### config.mk
export PLATFORM = sky130hd
export DESIGN_NAME = lru_key_value_cache
export DESIGN_NICKNAME = d
export VERILOG_FILES = /design/src/rtl/lkvc_pkg.sv /design/src/rtl/lru_key_value_cache.sv /design/src/rtl/lkvc_cell.sv
export SDC_FILE = /design/constraint.sdc
export NUM_CORES = 1
export LEC_CHECK = 0
export ABC_AREA = 1
export BUFFER_PORTS_ARGS = -buffer_cell sky130_fd_sc_hd__buf_2
export CORE_UTILIZATION = 29
export DETAILED_ROUTE_END_ITERATION = 12
export GPL_TIMING_DRIVEN = 0
export PLACE_DENSITY = 0.53
export SLEW_MARGIN = 20
export SYNTH_ARGS = -nofsm -noshare
export SYNTH_HDL_FRONTEND = slang
export SYNTH_SLANG_ARGS = --single-unit
### constraint.sdc
create_clock -name i_clk -period 4.7 [get_ports i_clk]
set_input_delay 0.47 -clock i_clk [delete_from_list [all_inputs] [get_ports i_clk]]
set_output_delay 0.47 -clock i_clk [all_outputs]
set_load 0.02 [all_outputs]
### src/rtl/lkvc_pkg.sv
// Shared types and constants for the LRU key/value cache.
// No dependencies; imported by lkvc_cell and lru_key_value_cache.
`timescale 1ns / 1ps
`default_nettype none

package lkvc_pkg;

    localparam int DEF_ENTRIES = 16;
    localparam int KEY_W       = 32;
    localparam int DATA_W      = 32;
    localparam int CAP_W       = 5;

    localparam logic OP_GET = 1'b0;
    localparam logic OP_SET = 1'b1;

    localparam logic signed [DATA_W-1:0] MISS_VALUE = -32'sd1;
    localparam logic signed [DATA_W-1:0] SET_VALUE  = 32'sd0;

    typedef struct packed {
        logic                     valid;
        logic signed [KEY_W-1:0]  key;
        logic signed [DATA_W-1:0] data;
    } t_entry;

    typedef struct packed {
        logic step;
        logic op_set;
        logic any_hit;
    } t_cell_ctl;

endpackage

`default_nettype wire

### src/rtl/lru_key_value_cache.sv
// The result beat of an accepted input beat is registered and appears in the next cycle.
// Throughput: one beat per cycle while the result beat is not stalled, set by the compare
// and shift along the row of recency cells.
// Reset: store emptied, capacity ENTRIES; a capacity write also empties it.
// Top level of the LRU key/value cache; depends on lkvc_pkg and lkvc_cell.
`timescale 1ns / 1ps
`default_nettype none

module lru_key_value_cache #(
    parameter int ENTRIES = lkvc_pkg::DEF_ENTRIES
) (
    input  wire                                     i_clk,
    input  wire                                     i_rst_n,
    input  wire                                     i_cfg_valid,
    output logic                                    o_cfg_ready,
    input  wire        [lkvc_pkg::CAP_W-1:0]        i_cfg_data,
    input  wire                                     i_in_valid,
    output logic                                    o_in_stall,
    input  wire                                     i_op,
    input  wire logic signed [lkvc_pkg::KEY_W-1:0]  i_key,
    input  wire logic signed [lkvc_pkg::DATA_W-1:0] i_value,
    output logic                                    o_out_valid,
    input  wire                                     i_out_stall,
    output logic                                    o_hit,
    output logic signed [lkvc_pkg::DATA_W-1:0]      o_read_value
);
    import lkvc_pkg::*;

    localparam int CW = $clog2(ENTRIES + 1);

    logic [CW-1:0]            r_cap;
    logic [CW-1:0]            n_cap;
    logic                     r_out_valid;
    logic                     r_hit;
    logic signed [DATA_W-1:0] r_rdata;
    logic signed [DATA_W-1:0] n_rdata;
    logic                     w_accept;
    logic                     w_cfg_wr;
    t_entry                   w_head;
    t_cell_ctl                w_ctl;
    t_entry                   w_entry    [ENTRIES];
    logic [ENTRIES-1:0]       w_match;
    logic [ENTRIES-1:0]       w_valid;
    logic [ENTRIES-1:0]       w_keep;
    logic [ENTRIES:0]         w_hit_fwd;
    logic signed [DATA_W-1:0] w_hit_data [ENTRIES+1];

    assign o_cfg_ready = 1'b1;
    assign w_cfg_wr    = i_cfg_valid & o_cfg_ready;
    assign o_in_stall  = r_out_valid & i_out_stall;
    assign w_accept    = i_in_valid & ~o_in_stall;

    always_comb begin
        if (i_cfg_data == '0) begin
            n_cap = CW'(1);
        end else if (32'(i_cfg_data) > 32'(ENTRIES)) begin
            n_cap = CW'(ENTRIES);
        end else begin
            n_cap = CW'(i_cfg_data);
        end
    end

    always_ff @(posedge i_clk) begin
        if (!i_rst_n) begin
            r_cap <= CW'(ENTRIES);
        end else if (w_cfg_wr) begin
            r_cap <= n_cap;
        end
    end

    assign w_hit_fwd[ENTRIES]  = 1'b0;
    assign w_hit_data[ENTRIES] = '0;

    assign w_ctl = '{step: w_accept, op_set: (i_op == OP_SET), any_hit: w_hit_fwd[0]};

    assign w_head = '{valid: 1'b1, key: i_key,
                      data: (i_op == OP_SET) ? i_value : w_hit_data[0]};

    for (genvar g = 0; g < ENTRIES; g++) begin : g_cell
        t_entry w_prev;

        if (g == 0) begin : g_head
            assign w_prev = w_head;
        end else begin : g_body
            assign w_prev = w_entry[g-1];
        end

        assign w_keep[g]  = (32'(g) < 32'(r_cap));
        assign w_valid[g] = w_entry[g].valid;

        lkvc_cell u_cell (
            .i_clk      (i_clk),
            .i_rst_n    (i_rst_n),
            .i_clear    (w_cfg_wr),
            .i_ctl      (w_ctl),
            .i_keep     (w_keep[g]),
            .i_prev     (w_prev),
            .i_key      (i_key),
            .i_hit_fwd  (w_hit_fwd[g+1]),
            .i_hit_data (w_hit_data[g+1]),
            .o_entry    (w_entry[g]),
            .o_match    (w_match[g]),
            .o_hit_fwd  (w_hit_fwd[g]),
            .o_hit_data (w_hit_data[g])
        );
    end

    always_comb begin
        if (i_op == OP_SET) begin
            n_rdata = SET_VALUE;
        end else if (w_hit_fwd[0]) begin
            n_rdata = w_hit_data[0];
        end else begin
            n_rdata = MISS_VALUE;
        end
    end

    always_ff @(posedge i_clk) begin
        if (!i_rst_n) begin
            r_out_valid <= 1'b0;
        end else if (w_accept) begin
            r_out_valid <= 1'b1;
        end else if (!i_out_stall) begin
            r_out_valid <= 1'b0;
        end
    end

    always_ff @(posedge i_clk) begin
        if (w_accept) begin
            r_hit   <= w_hit_fwd[0];
            r_rdata <= n_rdata;
        end
    end

    assign o_out_valid  = r_out_valid;
    assign o_hit        = r_hit;
    assign o_read_value = r_rdata;

`ifndef SYNTHESIS
    a_result_follows: assert property (@(posedge i_clk) disable iff (!i_rst_n)
        w_accept |=> o_out_valid)
        else $error("accepted beat produced no result");

    a_unique_key: assert property (@(posedge i_clk) disable iff (!i_rst_n)
        $onehot0(w_match))
        else $error("key held by more than one cell");

    a_contiguous: assert property (@(posedge i_clk) disable iff (!i_rst_n)
        (w_valid & (w_valid + 1'b1)) == '0)
        else $error("valid cells not packed towards the head");

    a_within_cap: assert property (@(posedge i_clk) disable iff (!i_rst_n)
        $countones(w_valid) <= 32'(r_cap))
        else $error("more valid entries than capacity");
`endif

endmodule

`default_nettype wire

### src/rtl/lkvc_cell.sv
// One recency slot of the LRU cache: holds an entry, compares it against the
// probe key and takes its neighbour's entry on a shift. Depends on lkvc_pkg.
`timescale 1ns / 1ps
`default_nettype none

module lkvc_cell (
    input  wire                                   i_clk,
    input  wire                                   i_rst_n,
    input  wire                                   i_clear,
    input  wire lkvc_pkg::t_cell_ctl              i_ctl,
    input  wire                                   i_keep,
    input  wire lkvc_pkg::t_entry                 i_prev,
    input  wire logic signed [lkvc_pkg::KEY_W-1:0]  i_key,
    input  wire                                   i_hit_fwd,
    input  wire logic signed [lkvc_pkg::DATA_W-1:0] i_hit_data,
    output lkvc_pkg::t_entry                      o_entry,
    output logic                                  o_match,
    output logic                                  o_hit_fwd,
    output logic signed [lkvc_pkg::DATA_W-1:0]    o_hit_data
);
    import lkvc_pkg::*;

    logic                     r_valid;
    logic signed [KEY_W-1:0]  r_key;
    logic signed [DATA_W-1:0] r_data;
    logic                     w_shift;

    assign o_match    = r_valid && (r_key == i_key);
    assign o_hit_fwd  = i_hit_fwd | o_match;
    assign o_hit_data = i_hit_data | (o_match ? r_data : '0);

    // shift when the hit lies here or further down, or on an insert
    assign w_shift = i_ctl.step & (o_hit_fwd | (i_ctl.op_set & ~i_ctl.any_hit));

    assign o_entry = '{valid: r_valid, key: r_key, data: r_data};

    always_ff @(posedge i_clk) begin
        if (!i_rst_n || i_clear) begin
            r_valid <= 1'b0;
        end else if (w_shift) begin
            r_valid <= i_prev.valid & i_keep;
        end
    end

    always_ff @(posedge i_clk) begin
        if (w_shift) begin
            r_key  <= i_prev.key;
            r_data <= i_prev.data;
        end
    end

endmodule

`default_nettype wire

==> metrics.csv <==
metric,value,unit
status,"finished, final reports clean",
Die X,391.3,um
nets,3640,
"Max FO, Critical Path",37,
"commonest non-fill, non-tap cell in the layout",edfxtp_1,
Sink Count,1079,
register bit count reported by yosys,1079,
max_slew headroom,21.11,%
# Max-Cap Violations,0,
"Setup violations, final",0,
Final HPWL DP,112.2,mm
I/O Buffers,108,
leakage power,0.01812,uW
drt wl/cell,27.77,um
Post-Route WL,157.5,mm
Detailed Route Iter0 Violations,3763,
Clock Skew,31.56,ps
grt ovf,0,
yosys warns,0,
Critical Path Start Type,input port,
remaining antenna violation count,0,
full die area,0.1531,sq mm
"Worst Path Class, Setup",input port to flip-flop,
combinational group share of total power,6.2,%
final hold violations,0,
cells after synthesis,3276,
worst vdd ir,0.2927,mV
Worst-path clk slew,60,ps
fmax,218.0,MHz
Clock Power Share,40.6,%
vias per cell,5.222,
Power Internal,16230,uW
Synthesized Nets,3351,
TritonCTS clock tree,built,
crit share post-route,97.62,%
CP arrival,4940,ps
worst-skew pair later-pin latency,710,ps
Placement Setup Slack,-1291,ps
met2 usage in global routing,32.48,%
Final Worst Setup Slack,112.0,ps
switching share of power,23.28,%
first-pass GRT wire length,215.5,mm
setup TNS,0,ps
synthesized cell area,0.04394,sq mm
Post-Route Utilization,34.58,%
crit path capture type,flip-flop,
CTS buffer count,105,
# H-tree levels,3,
final instance area,0.05191,sq mm
PD cells,407.5,mW/mm^2
total number of vias,29610,
Unique masters post-synth,58,
slowest CP cell,nor4b_1,
GRT busiest layer,met2,
io pins,111,
cell depth of the worst hold path,3,
core area,0.1501,sq mm
Final min period,4588,ps
worst-margin pin slew,1183,ps
Critical Path Max Stage Delay,650,ps
Global Route Usage Sum,20.16,%
drt pass-1 iters,6,
share of layout cells above drive strength 1,13.68,%
Slew Limit Fails,0,
post-synthesis sequential area ratio,73.23,%
"delay-heaviest family, CP",buffers and inverters,
area growth from synthesis to layout,18.14,%
sw power,4924,uW
pin count of the biggest net entering global routing,43,
Post-route DRC,0,
CP required,5050,ps
path depth of the worst reg2reg path,11,
Initial Util,29.27,%
Root Driver,clkbuf_16,
Worst Hold Class,input port to flip-flop,
placed instance area,0.04817,sq mm
Syn Area/Cell,13.41,sq um
Die Y-Extent,391.3,um
met1 Usage GRT,26.78,%
vias in the first global route,28600,
PnR Total Power,21150,uW
Crit. path cell count,17,
crit path cell chain,"buf_2, buf_2, inv_2, buf_4, buf_2, o22ai_1, nor4_1, nor4b_1, nand2_1, nor4_4, buf_4, buf_4, nor2_4, nand4_1, nand2_1, inv_6, buf_16",
initial antenna violation count,5,
clk buf depth,3,
Buf/Inv on CP,9,
most frequent cells in the layout,"1057 x edfxtp_1, 656 x nand2_1, 218 x nor2_1",
Row Count,142,
Sequential Power Share,53.2,%
met3 Resource Use GR,3.620,%
gpl congestion,0.9574,
worst register-to-register path, cell delays in order (launching register included):
cell	delay, ps
edfxtp_1	620
nand2_1	180
o21ai_0	90
nor4_1	290
nor4b_1	230
and3_1	340
clkbuf_1	650
nand2_1	270
nand4_1	410
nand2_1	210
inv_6	290
buf_16	340
per-layer routing:
layer  wire length (um)  share of wire, %
met1              64030                41
met2              72830                46
met3              14290               9.1
met4               6297               4.0
met5                  7            0.0044
area by class of cell:
type | instances | area (sq um)
sequential | 1079 | 32180
tap | 2016 | 2522
timing repair buffer | 184 | 1932
buffer | 150 | 822.0
antenna | 1 | 2.502
multi-input combinational | 1837 | 10250
clock inverter | 63 | 579.3
inverter | 208 | 810.8
clock buffer | 133 | 2818
fill | 14550 | 98220
registers in the layout (all words and copies together), names as in the netlist:
signal	cells
o_out_valid	1
g_cell.u_cell.r_key	512
g_cell.u_cell.r_data	512
g_cell.u_cell.r_valid	16
o_read_value	32
o_hit	1
r_cap	5
kinds of logic (layout without fill, tap and decap cells):
| logic type | count (synthesis) | after routing | synth area share [%] |
|---|---|---|---|
| simple gates | 1175 | 1175 | 11.70 |
| xor+xnor | 141 | 141 | 2.810 |
| other cells | 1 | 2 | 0.008534 |
| compound gates | 520 | 520 | 8.602 |
| buf+inv | 360 | 738 | 3.650 |
| flops | 1079 | 1079 | 73.23 |
per-stage QoR:
| step | instances | hold WS, ps |
|---|---|---|
| global placement | 5400 | 428.1 |
| global route | 5670 | 40.81 |
| CTS | 5659 | 7.332 |
| detailed placement | 5440 | 431.8 |
| finish | 5671 | 46.73 |
| floorplan | 3276 | 426.4 |
worst paths after layout:
path | startpoint | end | slack (ps)
setup / recovery | i_key[21] | g_cell[0].u_cell.r_data[13]$_DFFE_PP_ | 110
hold / removal | i_value[25] | g_cell[0].u_cell.r_data[25]$_DFFE_PP_ | 50
setup reg to reg | g_cell[0].u_cell.r_key[15]$_DFFE_PP_ | g_cell[0].u_cell.r_data[13]$_DFFE_PP_ | 370
hold reg to reg | g_cell[7].u_cell.r_data[30]$_DFFE_PP_ | g_cell[8].u_cell.r_data[30]$_DFFE_PP_ | 430
Yosys cell counts, drive strengths merged:
cell     instances  area [sq um]
o221ai           6         52.55
and2             2         12.52
edfxtp        1057         31740
inv            208         783.3
xnor2           97         849.6
o2111ai         11         96.34
nor2b            1         6.260
nand2          660          2487
o22ai           64         400.4
nor4b            8         70.07
nor2           226         878.3
o211ai           4         30.03
a31oi            1         6.260
dfxtp           22         440.4
nor3b            1         7.510
a32o            36         360.4
o21ai          154         774.5
a2111oi          2         17.52
a211oi          13         97.59
or4              2         15.01
nand3b           2         15.01
buf             98         618.1
and3             3         18.77
a21oi           23         145.1
o311ai           1         8.760
nand4           84         568.0
or2             35         219.0
a221oi          76         665.6
nor4            26         205.2
clkbuf          54         202.7
xor2            44         385.4
conb             1         3.750
a21boi           1         7.510
or3              1         6.260
a22oi            2         15.01
a22o           125          1095
o21a             1         7.510
nor3            16         80.08
nand3          108         550.5
power groups by stage:
stage | registers (uW) | logic, uW | clock network [uW]
6_report | 11300 | 1310 | 8580
5_1_grt | 11300 | 1380 | 8980
2_1_floorplan | 11400 | 614 | 0
3_5_place_dp | 11500 | 1280 | 0
3_3_place_gp | 11500 | 1140 | 0
4_1_cts | 11300 | 1290 | 8660
what timing repair did:
action / in CTS / in global routing
hold buffers: 21 / 0
buffers inserted: 3 / 12
setup endpoints to repair: 797 / 283
hold endpoints to repair: 20 / 0
resized for setup: 2 / 9
pin swaps: 1 / 7
Power figures use the tool's default switching activity.
